### config.mk
export PLATFORM = sky130hd
export DESIGN_NAME = bucket_sort_unit_interval
export DESIGN_NICKNAME = d
export VERILOG_FILES = /design/src/design/bsu_pkg.sv /design/src/design/bsu_ram.sv /design/src/design/bsu_front.sv /design/src/design/bsu_queue.sv /design/src/design/bsu_back.sv /design/src/design/bucket_sort_unit_interval.sv
export SDC_FILE = /design/constraint.sdc
export NUM_CORES = 2
export LEC_CHECK = 0
export ABC_CLOCK_PERIOD_IN_PS = 6580
export BUFFER_PORTS_ARGS = -buffer_cell sky130_fd_sc_hd__buf_2
export CAP_MARGIN = 20
export CORE_MARGIN = 3
export CORE_UTILIZATION = 39
export DETAILED_ROUTE_END_ITERATION = 8
export GPL_TIMING_DRIVEN = 0
export PLACE_DENSITY_LB_ADDON = 0.3
export SETUP_SLACK_MARGIN = 0.3
export SYNTH_ARGS = -nofsm -noshare
export SYNTH_HDL_FRONTEND = slang
export SYNTH_SLANG_ARGS = --single-unit
### constraint.sdc
create_clock -name clock -period 6.58 [get_ports clock]
set_input_delay 0.987 -clock clock [delete_from_list [all_inputs] [get_ports clock]]
set_output_delay 0.987 -clock clock [all_outputs]
set_load 0.01 [all_outputs]
### src/design/bsu_pkg.sv
// ----------------------------------------------------------------------------
// bsu_pkg: shared types and constants for the bucket sort unit
// Sizes of the item store, queue entry layout and back-end states.
// ----------------------------------------------------------------------------
package bsu_pkg;

   localparam int MAX_ITEMS   = 64;
   localparam int VALUE_BITS  = 16;
   localparam int IDX_BITS    = $clog2(MAX_ITEMS);
   localparam int CNT_BITS    = $clog2(MAX_ITEMS + 1);
   localparam int CFG_BITS    = 7;
   localparam int KEY_BITS    = IDX_BITS + VALUE_BITS;
   localparam int Q_DEPTH     = 4;
   localparam int Q_IDX_BITS  = $clog2(Q_DEPTH);
   localparam int Q_CNT_BITS  = $clog2(Q_DEPTH + 1);

   localparam logic [CFG_BITS-1:0] CFG_RESET = CFG_BITS'(64);

   // one classified transaction on its way from front to back
   typedef struct packed {
      logic [VALUE_BITS-1:0] value;
      logic [IDX_BITS-1:0]   bucket;
      logic                  last;
   } entry_type;

   // queue status seen by both ends
   typedef struct packed {
      logic full;
      logic empty;
   } q_status_type;

   typedef enum logic [3:0] {
      ST_LOAD  = 4'b0001,
      ST_SCAN  = 4'b0010,
      ST_DRAIN = 4'b0100,
      ST_EMIT  = 4'b1000
   } back_state_type;

endpackage

### src/design/bsu_ram.sv
// ----------------------------------------------------------------------------
// bsu_ram: generic single-write, single-read RAM
// One write port, one read port with registered read data.
// ----------------------------------------------------------------------------
module bsu_ram #(
   parameter int WIDTH = 8,
   parameter int DEPTH = 16
) (
   input  logic                     clock,
   input  logic                     we,
   input  logic [$clog2(DEPTH)-1:0] waddr,
   input  logic [WIDTH-1:0]         wdata,
   input  logic [$clog2(DEPTH)-1:0] raddr,
   output logic [WIDTH-1:0]         rdata
);

   logic [WIDTH-1:0] mem_ff [DEPTH];
   logic [WIDTH-1:0] rdata_ff;

   // write and registered read
   always_ff @(posedge clock) begin
      if (we) begin
         mem_ff[waddr] <= wdata;
      end
      rdata_ff <= mem_ff[raddr];
   end

   assign rdata = rdata_ff;

endmodule

### src/design/bsu_front.sv
// ----------------------------------------------------------------------------
// bsu_front: accept and classify input transactions
// Holds the bucket count register and computes each value's bucket.
// ----------------------------------------------------------------------------
module bsu_front (
   input  logic                          clock,
   input  logic                          reset,
   input  logic                          csr_we,
   input  logic [bsu_pkg::CFG_BITS-1:0]  csr_wdata,
   input  logic                          req_valid,
   input  logic [bsu_pkg::VALUE_BITS-1:0] req_value,
   input  logic                          req_last,
   output logic                          req_stall,
   input  bsu_pkg::q_status_type         q_status,
   output logic                          push,
   output bsu_pkg::entry_type            push_entry
);
   import bsu_pkg::*;

   localparam int PROD_BITS = CNT_BITS + VALUE_BITS;

   logic [CFG_BITS-1:0]  count_ff;
   logic [CFG_BITS-1:0]  count_in;
   logic [CNT_BITS-1:0]  buckets;
   logic [PROD_BITS-1:0] product;
   logic [CNT_BITS-1:0]  bk_raw;
   logic [CNT_BITS-1:0]  bk_clamp;

   // write the bucket count register
   always_comb begin
      count_in = count_ff;
      if (csr_we) begin
         count_in = csr_wdata;
      end
   end

   always_ff @(posedge clock) begin
      if (reset) begin
         count_ff <= CFG_RESET;
      end else begin
         count_ff <= count_in;
      end
   end

   // limit the bucket count to one through the store size
   always_comb begin
      if (count_ff == '0) begin
         buckets = CNT_BITS'(1);
      end else if (CNT_BITS'(count_ff) > CNT_BITS'(MAX_ITEMS)) begin
         buckets = CNT_BITS'(MAX_ITEMS);
      end else begin
         buckets = CNT_BITS'(count_ff);
      end
   end

   // bucket = floor(buckets * value / 2^VALUE_BITS), clamped to the top bucket
   assign product = PROD_BITS'(buckets) * PROD_BITS'(req_value);
   assign bk_raw  = product[PROD_BITS-1:VALUE_BITS];

   always_comb begin
      if (bk_raw >= buckets) begin
         bk_clamp = buckets - CNT_BITS'(1);
      end else begin
         bk_clamp = bk_raw;
      end
   end

   // hand the classified transaction to the queue
   assign req_stall         = q_status.full;
   assign push              = req_valid && !q_status.full;
   assign push_entry.value  = req_value;
   assign push_entry.bucket = bk_clamp[IDX_BITS-1:0];
   assign push_entry.last   = req_last;

endmodule

### src/design/bsu_queue.sv
// ----------------------------------------------------------------------------
// bsu_queue: short FIFO between front and back
// Register-based, lets the front accept up to Q_DEPTH entries while the back is sorting.
// ----------------------------------------------------------------------------
module bsu_queue (
   input  logic                  clock,
   input  logic                  reset,
   input  logic                  push,
   input  bsu_pkg::entry_type    push_entry,
   input  logic                  pop,
   output bsu_pkg::entry_type    head_entry,
   output bsu_pkg::q_status_type q_status
);
   import bsu_pkg::*;

   entry_type               mem_ff [Q_DEPTH];
   logic [Q_IDX_BITS-1:0]   wr_ptr_ff;
   logic [Q_IDX_BITS-1:0]   wr_ptr_in;
   logic [Q_IDX_BITS-1:0]   rd_ptr_ff;
   logic [Q_IDX_BITS-1:0]   rd_ptr_in;
   logic [Q_CNT_BITS-1:0]   fill_ff;
   logic [Q_CNT_BITS-1:0]   fill_in;
   logic                    do_push;
   logic                    do_pop;

   assign q_status.full  = (fill_ff == Q_CNT_BITS'(Q_DEPTH));
   assign q_status.empty = (fill_ff == '0);
   assign do_push        = push && !q_status.full;
   assign do_pop         = pop && !q_status.empty;
   assign head_entry     = mem_ff[rd_ptr_ff];

   // advance pointers and fill level
   always_comb begin
      wr_ptr_in = wr_ptr_ff;
      rd_ptr_in = rd_ptr_ff;
      fill_in   = fill_ff;
      if (do_push) begin
         wr_ptr_in = wr_ptr_ff + Q_IDX_BITS'(1);
      end
      if (do_pop) begin
         rd_ptr_in = rd_ptr_ff + Q_IDX_BITS'(1);
      end
      case ({do_push, do_pop})
         2'b10:   fill_in = fill_ff + Q_CNT_BITS'(1);
         2'b01:   fill_in = fill_ff - Q_CNT_BITS'(1);
         default: fill_in = fill_ff;
      endcase
   end

   always_ff @(posedge clock) begin
      if (reset) begin
         wr_ptr_ff <= '0;
         rd_ptr_ff <= '0;
         fill_ff   <= '0;
      end else begin
         wr_ptr_ff <= wr_ptr_in;
         rd_ptr_ff <= rd_ptr_in;
         fill_ff   <= fill_in;
      end
   end

   // store pushed entries
   always_ff @(posedge clock) begin
      if (do_push) begin
         mem_ff[wr_ptr_ff] <= push_entry;
      end
   end

endmodule

### src/design/bsu_back.sv
// ----------------------------------------------------------------------------
// bsu_back: item store, minimum selection and result emission
// Loads queued values into the store; on a last mark, repeatedly scans the
// store for the smallest unemitted {bucket, value} key and emits it.
// ----------------------------------------------------------------------------
module bsu_back (
   input  logic                           clock,
   input  logic                           reset,
   input  bsu_pkg::entry_type             head_entry,
   input  bsu_pkg::q_status_type          q_status,
   output logic                           pop,
   output logic                           rsp_valid,
   input  logic                           rsp_stall,
   output logic [bsu_pkg::VALUE_BITS-1:0] rsp_sorted_value,
   output logic                           rsp_last_out
);
   import bsu_pkg::*;

   back_state_type         state_ff;
   back_state_type         state_in;
   logic [CNT_BITS-1:0]    loaded_ff;
   logic [CNT_BITS-1:0]    loaded_in;
   logic [CNT_BITS-1:0]    total_ff;
   logic [CNT_BITS-1:0]    total_in;
   logic [CNT_BITS-1:0]    out_cnt_ff;
   logic [CNT_BITS-1:0]    out_cnt_in;
   logic [IDX_BITS-1:0]    scan_ff;
   logic [IDX_BITS-1:0]    scan_in;
   logic                   rd_vld_ff;
   logic                   rd_vld_in;
   logic [IDX_BITS-1:0]    rd_idx_ff;
   logic [IDX_BITS-1:0]    rd_idx_in;
   logic                   best_vld_ff;
   logic                   best_vld_in;
   logic [KEY_BITS-1:0]    best_key_ff;
   logic [KEY_BITS-1:0]    best_key_in;
   logic [IDX_BITS-1:0]    best_idx_ff;
   logic [IDX_BITS-1:0]    best_idx_in;
   logic [MAX_ITEMS-1:0]   done_ff;
   logic [MAX_ITEMS-1:0]   done_in;
   logic                   rsp_valid_ff;
   logic                   rsp_valid_in;
   logic [VALUE_BITS-1:0]  rsp_value_ff;
   logic [VALUE_BITS-1:0]  rsp_value_in;
   logic                   rsp_last_ff;
   logic                   rsp_last_in;

   logic                   ram_we;
   logic [IDX_BITS-1:0]    ram_waddr;
   logic [KEY_BITS-1:0]    ram_wdata;
   logic [IDX_BITS-1:0]    ram_raddr;
   logic [KEY_BITS-1:0]    ram_rdata;
   logic                   out_free;
   logic                   store_room;
   logic                   final_pick;

   bsu_ram #(
      .WIDTH (KEY_BITS),
      .DEPTH (MAX_ITEMS)
   ) u_store (
      .clock (clock),
      .we    (ram_we),
      .waddr (ram_waddr),
      .wdata (ram_wdata),
      .raddr (ram_raddr),
      .rdata (ram_rdata)
   );

   assign out_free   = !rsp_valid_ff || !rsp_stall;
   assign store_room = (loaded_ff < CNT_BITS'(MAX_ITEMS));
   assign final_pick = (out_cnt_ff + CNT_BITS'(1)) == total_ff;
   assign ram_waddr  = loaded_ff[IDX_BITS-1:0];
   assign ram_wdata  = {head_entry.bucket, head_entry.value};
   assign ram_raddr  = scan_ff;

   always_comb begin
      state_in     = state_ff;
      loaded_in    = loaded_ff;
      total_in     = total_ff;
      out_cnt_in   = out_cnt_ff;
      scan_in      = scan_ff;
      rd_vld_in    = 1'b0;
      rd_idx_in    = rd_idx_ff;
      best_vld_in  = best_vld_ff;
      best_key_in  = best_key_ff;
      best_idx_in  = best_idx_ff;
      done_in      = done_ff;
      rsp_valid_in = rsp_valid_ff && rsp_stall;
      rsp_value_in = rsp_value_ff;
      rsp_last_in  = rsp_last_ff;
      pop          = 1'b0;
      ram_we       = 1'b0;

      // keep the smallest unemitted key seen in this scan
      if (rd_vld_ff && !done_ff[rd_idx_ff] &&
          (!best_vld_ff || (ram_rdata < best_key_ff))) begin
         best_vld_in = 1'b1;
         best_key_in = ram_rdata;
         best_idx_in = rd_idx_ff;
      end

      unique case (state_ff)
         ST_LOAD: begin
            // store queued values, start the sort on a last mark
            if (!q_status.empty) begin
               pop = 1'b1;
               if (store_room) begin
                  ram_we    = 1'b1;
                  loaded_in = loaded_ff + CNT_BITS'(1);
               end
               if (head_entry.last) begin
                  total_in    = loaded_in;
                  out_cnt_in  = '0;
                  scan_in     = '0;
                  best_vld_in = 1'b0;
                  done_in     = '0;
                  state_in    = ST_SCAN;
               end
            end
         end
         ST_SCAN: begin
            // read one store entry a cycle
            rd_vld_in = 1'b1;
            rd_idx_in = scan_ff;
            if (CNT_BITS'(scan_ff) == total_ff - CNT_BITS'(1)) begin
               state_in = ST_DRAIN;
            end else begin
               scan_in = scan_ff + IDX_BITS'(1);
            end
         end
         ST_DRAIN: begin
            // let the final read reach the compare
            state_in = ST_EMIT;
         end
         ST_EMIT: begin
            // move the minimum into the output register
            if (out_free) begin
               rsp_valid_in          = 1'b1;
               rsp_value_in          = best_key_ff[VALUE_BITS-1:0];
               rsp_last_in           = final_pick;
               done_in[best_idx_ff]  = 1'b1;
               out_cnt_in            = out_cnt_ff + CNT_BITS'(1);
               if (final_pick) begin
                  loaded_in = '0;
                  state_in  = ST_LOAD;
               end else begin
                  scan_in     = '0;
                  best_vld_in = 1'b0;
                  state_in    = ST_SCAN;
               end
            end
         end
         default: begin
            state_in = ST_LOAD;
         end
      endcase
   end

   // control registers
   always_ff @(posedge clock) begin
      if (reset) begin
         state_ff     <= ST_LOAD;
         loaded_ff    <= '0;
         total_ff     <= '0;
         out_cnt_ff   <= '0;
         scan_ff      <= '0;
         rd_vld_ff    <= 1'b0;
         best_vld_ff  <= 1'b0;
         done_ff      <= '0;
         rsp_valid_ff <= 1'b0;
      end else begin
         state_ff     <= state_in;
         loaded_ff    <= loaded_in;
         total_ff     <= total_in;
         out_cnt_ff   <= out_cnt_in;
         scan_ff      <= scan_in;
         rd_vld_ff    <= rd_vld_in;
         best_vld_ff  <= best_vld_in;
         done_ff      <= done_in;
         rsp_valid_ff <= rsp_valid_in;
      end
   end

   // payload registers
   always_ff @(posedge clock) begin
      rd_idx_ff    <= rd_idx_in;
      best_key_ff  <= best_key_in;
      best_idx_ff  <= best_idx_in;
      rsp_value_ff <= rsp_value_in;
      rsp_last_ff  <= rsp_last_in;
   end

   assign rsp_valid        = rsp_valid_ff;
   assign rsp_sorted_value = rsp_value_ff;
   assign rsp_last_out     = rsp_last_ff;

endmodule

### src/design/bucket_sort_unit_interval.sv
// ----------------------------------------------------------------------------
// bucket_sort_unit_interval: bucket sort of Q0.16 fractions
// Loads one value per transaction and emits the set in order on a last mark.
// ----------------------------------------------------------------------------
//  channel | direction | handshake          | payload
//  --------+-----------+--------------------+------------------------------
//  req     | in        | req_valid/req_stall | req_value[15:0], req_last
//  rsp     | out       | rsp_valid/rsp_stall | rsp_sorted_value[15:0], rsp_last_out
//  csr     | in        | csr_we             | csr_wdata[6:0] (bucket count)
//
//  Loading takes one transaction per cycle through a four-entry queue while
//  the back end is loading; the front stalls while the queue is full. For each
//  result the selection scan reads every store entry once, a drain state lets
//  the last read reach the compare, and the minimum is then emitted.
//  Reset is synchronous; no clearing pass is needed.
//  A stalled result holds in the output register while the next scan runs.
// ----------------------------------------------------------------------------
module bucket_sort_unit_interval (
   input  logic                           clock,
   input  logic                           reset,
   input  logic                           csr_we,
   input  logic [bsu_pkg::CFG_BITS-1:0]   csr_wdata,
   input  logic                           req_valid,
   output logic                           req_stall,
   input  logic [bsu_pkg::VALUE_BITS-1:0] req_value,
   input  logic                           req_last,
   output logic                           rsp_valid,
   input  logic                           rsp_stall,
   output logic [bsu_pkg::VALUE_BITS-1:0] rsp_sorted_value,
   output logic                           rsp_last_out
);
   import bsu_pkg::*;

   q_status_type q_status;
   entry_type    push_entry;
   entry_type    head_entry;
   logic         push;
   logic         pop;

   // classify incoming transactions
   bsu_front u_front (
      .clock      (clock),
      .reset      (reset),
      .csr_we     (csr_we),
      .csr_wdata  (csr_wdata),
      .req_valid  (req_valid),
      .req_value  (req_value),
      .req_last   (req_last),
      .req_stall  (req_stall),
      .q_status   (q_status),
      .push       (push),
      .push_entry (push_entry)
   );

   // decouple front from back
   bsu_queue u_queue (
      .clock      (clock),
      .reset      (reset),
      .push       (push),
      .push_entry (push_entry),
      .pop        (pop),
      .head_entry (head_entry),
      .q_status   (q_status)
   );

   // store, sort and emit
   bsu_back u_back (
      .clock            (clock),
      .reset            (reset),
      .head_entry       (head_entry),
      .q_status         (q_status),
      .pop              (pop),
      .rsp_valid        (rsp_valid),
      .rsp_stall        (rsp_stall),
      .rsp_sorted_value (rsp_sorted_value),
      .rsp_last_out     (rsp_last_out)
   );

endmodule

Word level (Yosys, flattened, before mapping)
Memories as Yosys holds them, arrays and structs flattened. A register that Yosys moved wholly into a read port is not among the register bits.
Cells that the tools add are included.
{"block": "op_classes", "order_cmp": 7, "addsub": 9, "mul": 1, "n_bitwise": 2, "n_reduce_logical": 26, "muxes": 53, "eq_ne": 16}
{"operator": "64-bit 2-to-1 mux", "n": 3}
{"operator": "64-bit one-hot mux with 2 select lines", "n": 1}
{"operator": "64-bit bitwise OR", "n": 1}
{"operator": "7-bit 2-to-1 mux", "n": 9}
{"operator": "6-bit 2-to-1 mux", "n": 6}
{"operator": "7-bit one-hot mux with 2 select lines", "n": 2}
{"operator": "7-bit by 16-bit multiplier with 23-bit output", "n": 1}
{"operator": "22-bit < comparator", "n": 1}
{"operator": "1-bit 2-to-1 mux", "n": 19}
{"operator": "6-bit one-hot mux with 3 select lines", "n": 1}
{"operator": "4-bit 2-to-1 mux", "n": 4}
{"operator": "4-bit one-hot mux with 4 select lines", "n": 1}
{"operator": "7-bit by 1-bit adder with 7-bit output, second input constant", "n": 2}
{"operator": "6-bit by 7-bit < comparator with 1-bit output, second input constant", "n": 2}
{"operator": "4-bit AND reduction", "n": 3}
{"operator": "2-bit != test, second input constant", "n": 4}
{"operator": "6-bit by 7-bit == test with 1-bit output", "n": 1}
{"operator": "7-bit == test", "n": 1}
{"operator": "7-bit >= comparator", "n": 1}
{"operator": "7-bit greater-than comparator, second input constant", "n": 1}
{"operator": "1-bit logical AND", "n": 7}
{"operator": "7-bit zero test", "n": 1}
{"operator": "7-bit < comparator, second input constant", "n": 1}
{"operator": "7-bit by 1-bit subtractor with 7-bit output, second input constant", "n": 1}
{"operator": "other kinds (28)", "n": 40}
{"block": "totals", "inputBits": 29, "output_inout_bits": 19, "mem_bits_rw": 1500, "reg_bits": 163, "word_cells": 134, "mem_count": 2}
{"name": "u_back.u_store.mem_ff", "words": 64, "width": 22, "read_ports": 1, "rd_clocked_by_memory_dff": 1, "write_ports": 1, "line": "bsu_ram.sv:17", "rtl": "logic [WIDTH-1:0] mem_ff [DEPTH];"}
{"name": "u_queue.mem_ff", "words": 4, "width": 23, "read_ports": 1, "rd_clocked_by_memory_dff": 1, "write_ports": 1, "line": "bsu_queue.sv:16", "rtl": "entry_type mem_ff [Q_DEPTH];"}

Depth between registers and ports, before layout
{"block": "depth", "ltp_word": 9, "ltp_mapped": 27, "mapped_depth_nobuf": 24}

Cells and area by module
From an unflattened synthesis, not the netlist that was laid out.
{"block": "hier_totals", "hier_cells": 3633, "area_unflattened_um2": 68749.7}
{"mod": "bsu_ram", "area_per_inst_um2": 54260.8, "cells_per_inst": 2349, "instances": 1}
{"mod": "bsu_back", "area_per_inst_um2": 6710.2, "cells_per_inst": 647, "instances": 1}
{"mod": "bsu_front", "area_per_inst_um2": 3951.3, "cells_per_inst": 463, "instances": 1}
{"mod": "bsu_queue", "area_per_inst_um2": 3827.4, "cells_per_inst": 174, "instances": 1}

Worst setup path before layout
OpenSTA, ideal clock, no wires.
{"block": "synth_path", "kind": "input -> register", "startpoint": "input port req_value[13] (netlist name)", "endpoint": "memory u_queue.mem_ff[0][6] (netlist name) (data pin)", "slack_ps": 473, "cell_stages": 21, "setup_time_ps": 265, "t_required_ps": 6315, "arrival_time_ps": 5842, "path_cell_list": "and2_1 > fa_1 > fa_1 > fa_1 > inv_1 > fa_1 > inv_1 > ha_1 > or3_1 > o211ai_1 > nand3_1 > a21oi_1 > xnor2_1 > ha_1 > a21o_1 > a21o_1 > a211oi_1 > o31ai_1 > clkbuf_1 > nand2b_1 > o211a_1"}
{"element": "from (decl)", "line": "bucket_sort_unit_interval.sv:25", "rtl": "input logic [bsu_pkg::VALUE_BITS-1:0] req_value,"}
{"element": "to (decl)", "line": "bsu_queue.sv:16"}

==> qor_table.md <==
| Group | Quantity | Reported |
|:---|:---|:---|
| worst setup path | Arrival time reported for the critical path endpoint | 6.94 ns |
| synth | Ys async rst share | 0% |
| die | Initial cell density of the core | 39.5% |
| timing | Shortest period the worst path allows | 6.39 ns |
| cells and area | Fraction of final layout cells sized beyond drive strength 1 | 27.3% |
| detailed routing | First-iteration detailed-routing DRC count | 3,307 |
| timing | RSZ-0062 raised after global routing | yes |
| worst setup path | Type of element launching the critical path | flip-flop |
| worst setup path | Slowest cell on crit path | sky130_fd_sc_hd__fa_1 |
| synth | Mean instance size in the synthesized netlist | 20.5 sq um |
| worst setup path | Largest fanout on the critical path | 6 |
| pwr | Internal power component | 20.0 mW |
| worst setup path | Crit Reg-Reg Startpoint | u_front.count_ff[6] |
| detailed routing | Number of design rule violations left after detail routing | 0 |
| worst setup path | Ordered cell list for the critical path | clkbuf_16 -> nor2b_4 -> buf_8 -> and2_4 -> fa_1 -> fa_1 -> fa_1 -> inv_1 -> fa_1 -> inv_2 -> ha_4 -> or3_1 -> o211ai_1 -> buf_4 -> nand3_4 -> a21oi_4 -> o211a_1 -> nor2_1 -> ha_1 -> a21o_1 -> a211oi_2 -> o31ai_4 -> or4_4 -> o211a_4 |
| worst setup path | Length in cells of the worst reg-to-reg path | 24 |
| timing | Max Clock Skew | 0.0419 ns |
| grt | Wire length of the first global-routing pass | 244,000 um |
| worst setup path | Capturing element type of the critical path | flip-flop |
| worst setup path | Critical path's most frequent cell | sky130_fd_sc_hd__fa_1 |
| synth | Number of distinct library cells after synthesis | 70 |
| grt | Pin count of the biggest net entering global routing | 65 |
| worst setup path | Crit Reg-Reg Endpoint | u_queue.mem_ff[3][6] |
| placement | Number of input and output port buffers inserted | 46 |
| die | Number of core rows | 152 |
| worst hold path | Beginning of the worst hold path | req_last |
| grt | GRT overflow | 0 |
| cells and area | Fill cells | 14,500 |
| clocking | Hold buffer count at cts | 0 |
| pwr | Cell Pwr Density | 340 mW/mm^2 |
| detailed routing | Count of TritonRoute iterations in the first routing pass | 5 |
| synth | Cell accounting for the most synthesized area | sky130_fd_sc_hd__edfxtp_1 |
| cells and area | Relative area change from synthesis to final layout | 15.9% |
| clocking | Clock buffer count from CTS | 170 |
| die | Core box area | 0.173 sq mm |
| flow run | Max-cap violation count | 0 |
| cells and area | Most frequent standard cell in the layout excluding fill and tap cells | sky130_fd_sc_hd__edfxtp_1 |
| pwr | Combinational group share of total power | 13.6% |
| pwr | Lkg Pwr | 24.9 nW |
| grt | Number of global-route vias before repair | 34,000 |
| synth | Number of synthesis warnings | 0 |
| synth | Register bit count reported by yosys | 1,687 |
| die | Die boundary height | 424 um |
| worst setup path | Critical Path Max Stage Delay | 0.53 ns |
| placement | Post-DP Area | 0.0727 sq mm |
| clocking | Longest Clk Path Bufs | 3 |
| pwr | Switching Share | 25.4% |
| grt | Overall routing resource usage | 18.8% |
| pwr | Highest ir drop seen on vdd | 0.000231 V |
| synth | Sequential fraction of the synthesis area | 72.3% |
| timing | Hold violation count in the final report | 0 |
| placement | Post-DP HPWL | 108,000 um |
| synth | Number of enable flip-flop cells after synthesis | 1,551 |
| detailed routing | Remaining number of nets flagged by the antenna check after routing | 0 |
| timing | Highest clock rate | 0.157 GHz |
| worst hold path | Hold crit path type | in -> reg |
| pwr | Clk network pwr share | 36.3% |
| worst hold path | Worst Hold Endpoint | u_queue.mem_ff[2][0] |
| timing | Setup WS post-layout | 0.194 ns |
| clocking | Number of clock sinks | 1,687 |
| synth | Post-synthesis net count | 3,502 |
| placement | Placement-stage worst setup slack | -1.07 ns |
| clocking | Root buffer selected by CTS | sky130_fd_sc_hd__clkbuf_16 |
| timing | Worst-Margin Slew | 1.17 ns |
| pwr | Net switching power | 6.82 mW |
| pwr | Power after layout | 26.8 mW |
| detailed routing | DR WL/cell | 27.6 um |
| worst setup path | Reg-to-reg slack, setup | 0.19 ns |
| clocking | Clock slew at the register clock pins of the worst setup and hold paths | 0.06 ns |
| die | Total Die Area | 0.180 sq mm |
| cells and area | Number of nets in the final layout | 3,798 |
| synth | Gate count after technology mapping | 3,327 |
| timing | Final period util | 97.0% |
| die | X dimension of the die | 424 um |
| synth | Share of Yosys cell area claimed by the top area cell type | 68.3% |
| clocking | Clock insertion delay at the later pin of the skew report | 0.82 ns |
| synth | Netlist area before placement | 0.0682 sq mm |
| detailed routing | Total detailed-routing wirelength | 168,000 um |
| timing | Final setup violation count | 0 |
| synth | Leading cell types by total area after synthesis | sky130_fd_sc_hd__edfxtp_1 68%, sky130_fd_sc_hd__mux4_2 16%, sky130_fd_sc_hd__dfxtp_1 4.0%, sky130_fd_sc_hd__fa_1 2.0%, sky130_fd_sc_hd__ha_1 1.4% |
| timing | Max-slew headroom | 21.6% |
| worst setup path | Crit path required time | 7.13 ns |
| worst hold path | WHS Path Cells | 1 |
| detailed routing | Total number of vias | 33,300 |
| placement | GP Congestion | 0.807 |
| detailed routing | Ratio of routed vias to standard cells | 5.48 |
| cells and area | Commonest non-fill, non-tap cells in the layout | 1,551 x sky130_fd_sc_hd__edfxtp_1, 488 x sky130_fd_sc_hd__mux4_2, 178 x sky130_fd_sc_hd__clkbuf_16 |
| cells and area | Design Area, Final | 0.0790 sq mm |
| die | Top Ports | 48 |
| worst setup path | Start-to-end type of the worst setup path | reg -> reg |
| synth | Top FF cell, synth | sky130_fd_sc_hd__edfxtp_1 |
| pwr | Power share of the sequential group | 50.0% |
| clocking | CTS tree | done |
| timing | Final-report max-slew violation count | 0 |
| grt | Initial antenna violation count | 21 |
| run status | Status | completed |
| clocking | Number of H-tree levels | 4 |
[per-layer routing]
metal	global-route usage (%)	vias to the layer above	share of wire [%]
met2	30.6	1095	49
met5	0	-	0.033
met3	3.32	212	6.7
met4	5.22	10	2.2
met1	26.2	17900	42
li1	-	14100	-
[cell families (layout without fill, tap and decap cells)]
logic type               count (synthesis)  after routing  synth area share [%]
flip-flops                            1687           1687                  72.3
multiplexers                           515            515                  16.9
AND/OR/NAND/NOR                        460            460                  3.29
buffers and inverters                  289            724                  1.71
AO/OA/AOI/OAI                          193            193                  1.88
adder cells (fa/ha/maj)                146            146                  3.44
XOR/XNOR                                37             37                 0.486
other                                    0              6                     0
[flip-flops by register name, summed over array words and instances, names as in the netlist, 2 cells and up, named ones only]
register and cells:
u_back.done_ff 64, u_back.rd_idx_ff 6, u_back.state_ff 4, u_queue.rd_ptr_ff 2, u_back.total_ff 7, u_back.ram_raddr 6
u_back.rsp_sorted_value 16, u_queue.wr_ptr_ff 2, u_back.best_key_ff 22, u_front.count_ff 7, u_back.u_store.mem_ff 1408, u_queue.mem_ff 92
u_back.out_cnt_ff 7, u_back.u_store.rdata 22, u_back.best_idx_ff 6, u_queue.fill_ff 3, u_back.loaded_ff 7
[Yosys cell counts, drive strengths merged, types with 3 or more instances]
library cell	number
or3	7
nand4	9
inv	121
o31ai	5
dfxtp	136
a211oi	9
nand2	83
nand3b	7
and3b	3
and3	9
nor3	12
nor2b	17
fa	69
or2	3
mux4	504
buf	65
a311oi	4
o21a	39
a21boi	3
xor2	13
nand3	20
a21oi	52
a211o	4
o32ai	3
xnor2	24
nand2b	3
edfxtp	1551
nor2	185
and2	83
a21o	12
mux2i	9
or4	3
o211ai	6
nor3b	6
ha	77
o21ai	21
clkbuf	102
a31oi	23
[power groups by stage]
| stage | Clock [mW] | Combinational (mW) | Sequential (mW) |
|---|---|---|---|
| 2_1_floorplan | 0 | 1.86 | 13.6 |
| 3_3_place_gp | 0 | 3.20 | 13.7 |
| 3_5_place_dp | 0 | 3.58 | 13.7 |
| 4_1_cts | 9.93 | 3.61 | 13.4 |
| 5_1_grt | 10.4 | 3.93 | 13.4 |
| 6_report | 9.76 | 3.66 | 13.4 |
[area by class of cell]
| type | instances | area (sq um) | share of cell area (%) |
|---|---|---|---|
| clock inverters | 94 | 1030 | 1.30 |
| well taps | 2310 | 2890 | 3.66 |
| plain buffers | 168 | 812 | 1.03 |
| repair buffers | 124 | 1540 | 1.95 |
| multi-input cells | 1351 | 18400 | 23.3 |
| flip-flops and latches | 1687 | 49300 | 62.4 |
| clock buffers | 217 | 4600 | 5.82 |
| inverters | 121 | 454 | 0.575 |
| diodes | 6 | 15.0 | 0.0190 |
[through the flow]
stage	setup TNS [ns]	hold WS [ns]	util, %	std cells
global placement	-21.39	0.416	41.3	5683
global route	0	0.382	45.8	6075
detailed placement	-23.53	0.412	42.1	5728
floorplan	0	0.400	-	3327
CTS	0	0.345	45.5	6052
finish	0	0.412	45.8	6078
[worst max-delay path, delay by kind of cell, from the launching register on]
kind	cells	cell delay, ns
simple gates	6	1.34
buf+inv	5	0.61
flops	1	0.36
compound gates	7	1.31
fa+ha+maj	6	2.48
[worst max path at each step]
stage	startpoint	end
2_1_floorplan	req_value[13]	u_queue.mem_ff[0][6]
3_3_place_gp	u_front.count_ff[6]	u_queue.mem_ff[0][4]
3_5_place_dp	u_front.count_ff[6]	u_queue.mem_ff[3][5]
4_1_cts	u_front.count_ff[4]	u_queue.mem_ff[1][4]
5_1_grt	u_front.count_ff[4]	u_queue.mem_ff[3][6]
6_report	u_front.count_ff[6]	u_queue.mem_ff[3][6]
[timing repair]
item,4_1_cts,5_1_grt
buffers inserted,12,6
pin swaps,11,21
hold endpoints to repair,0,0
gates cloned,1,1
endpoints found under the setup margin,24,24
gates resized for setup,59,29
Power figures use the tool's default switching activity.
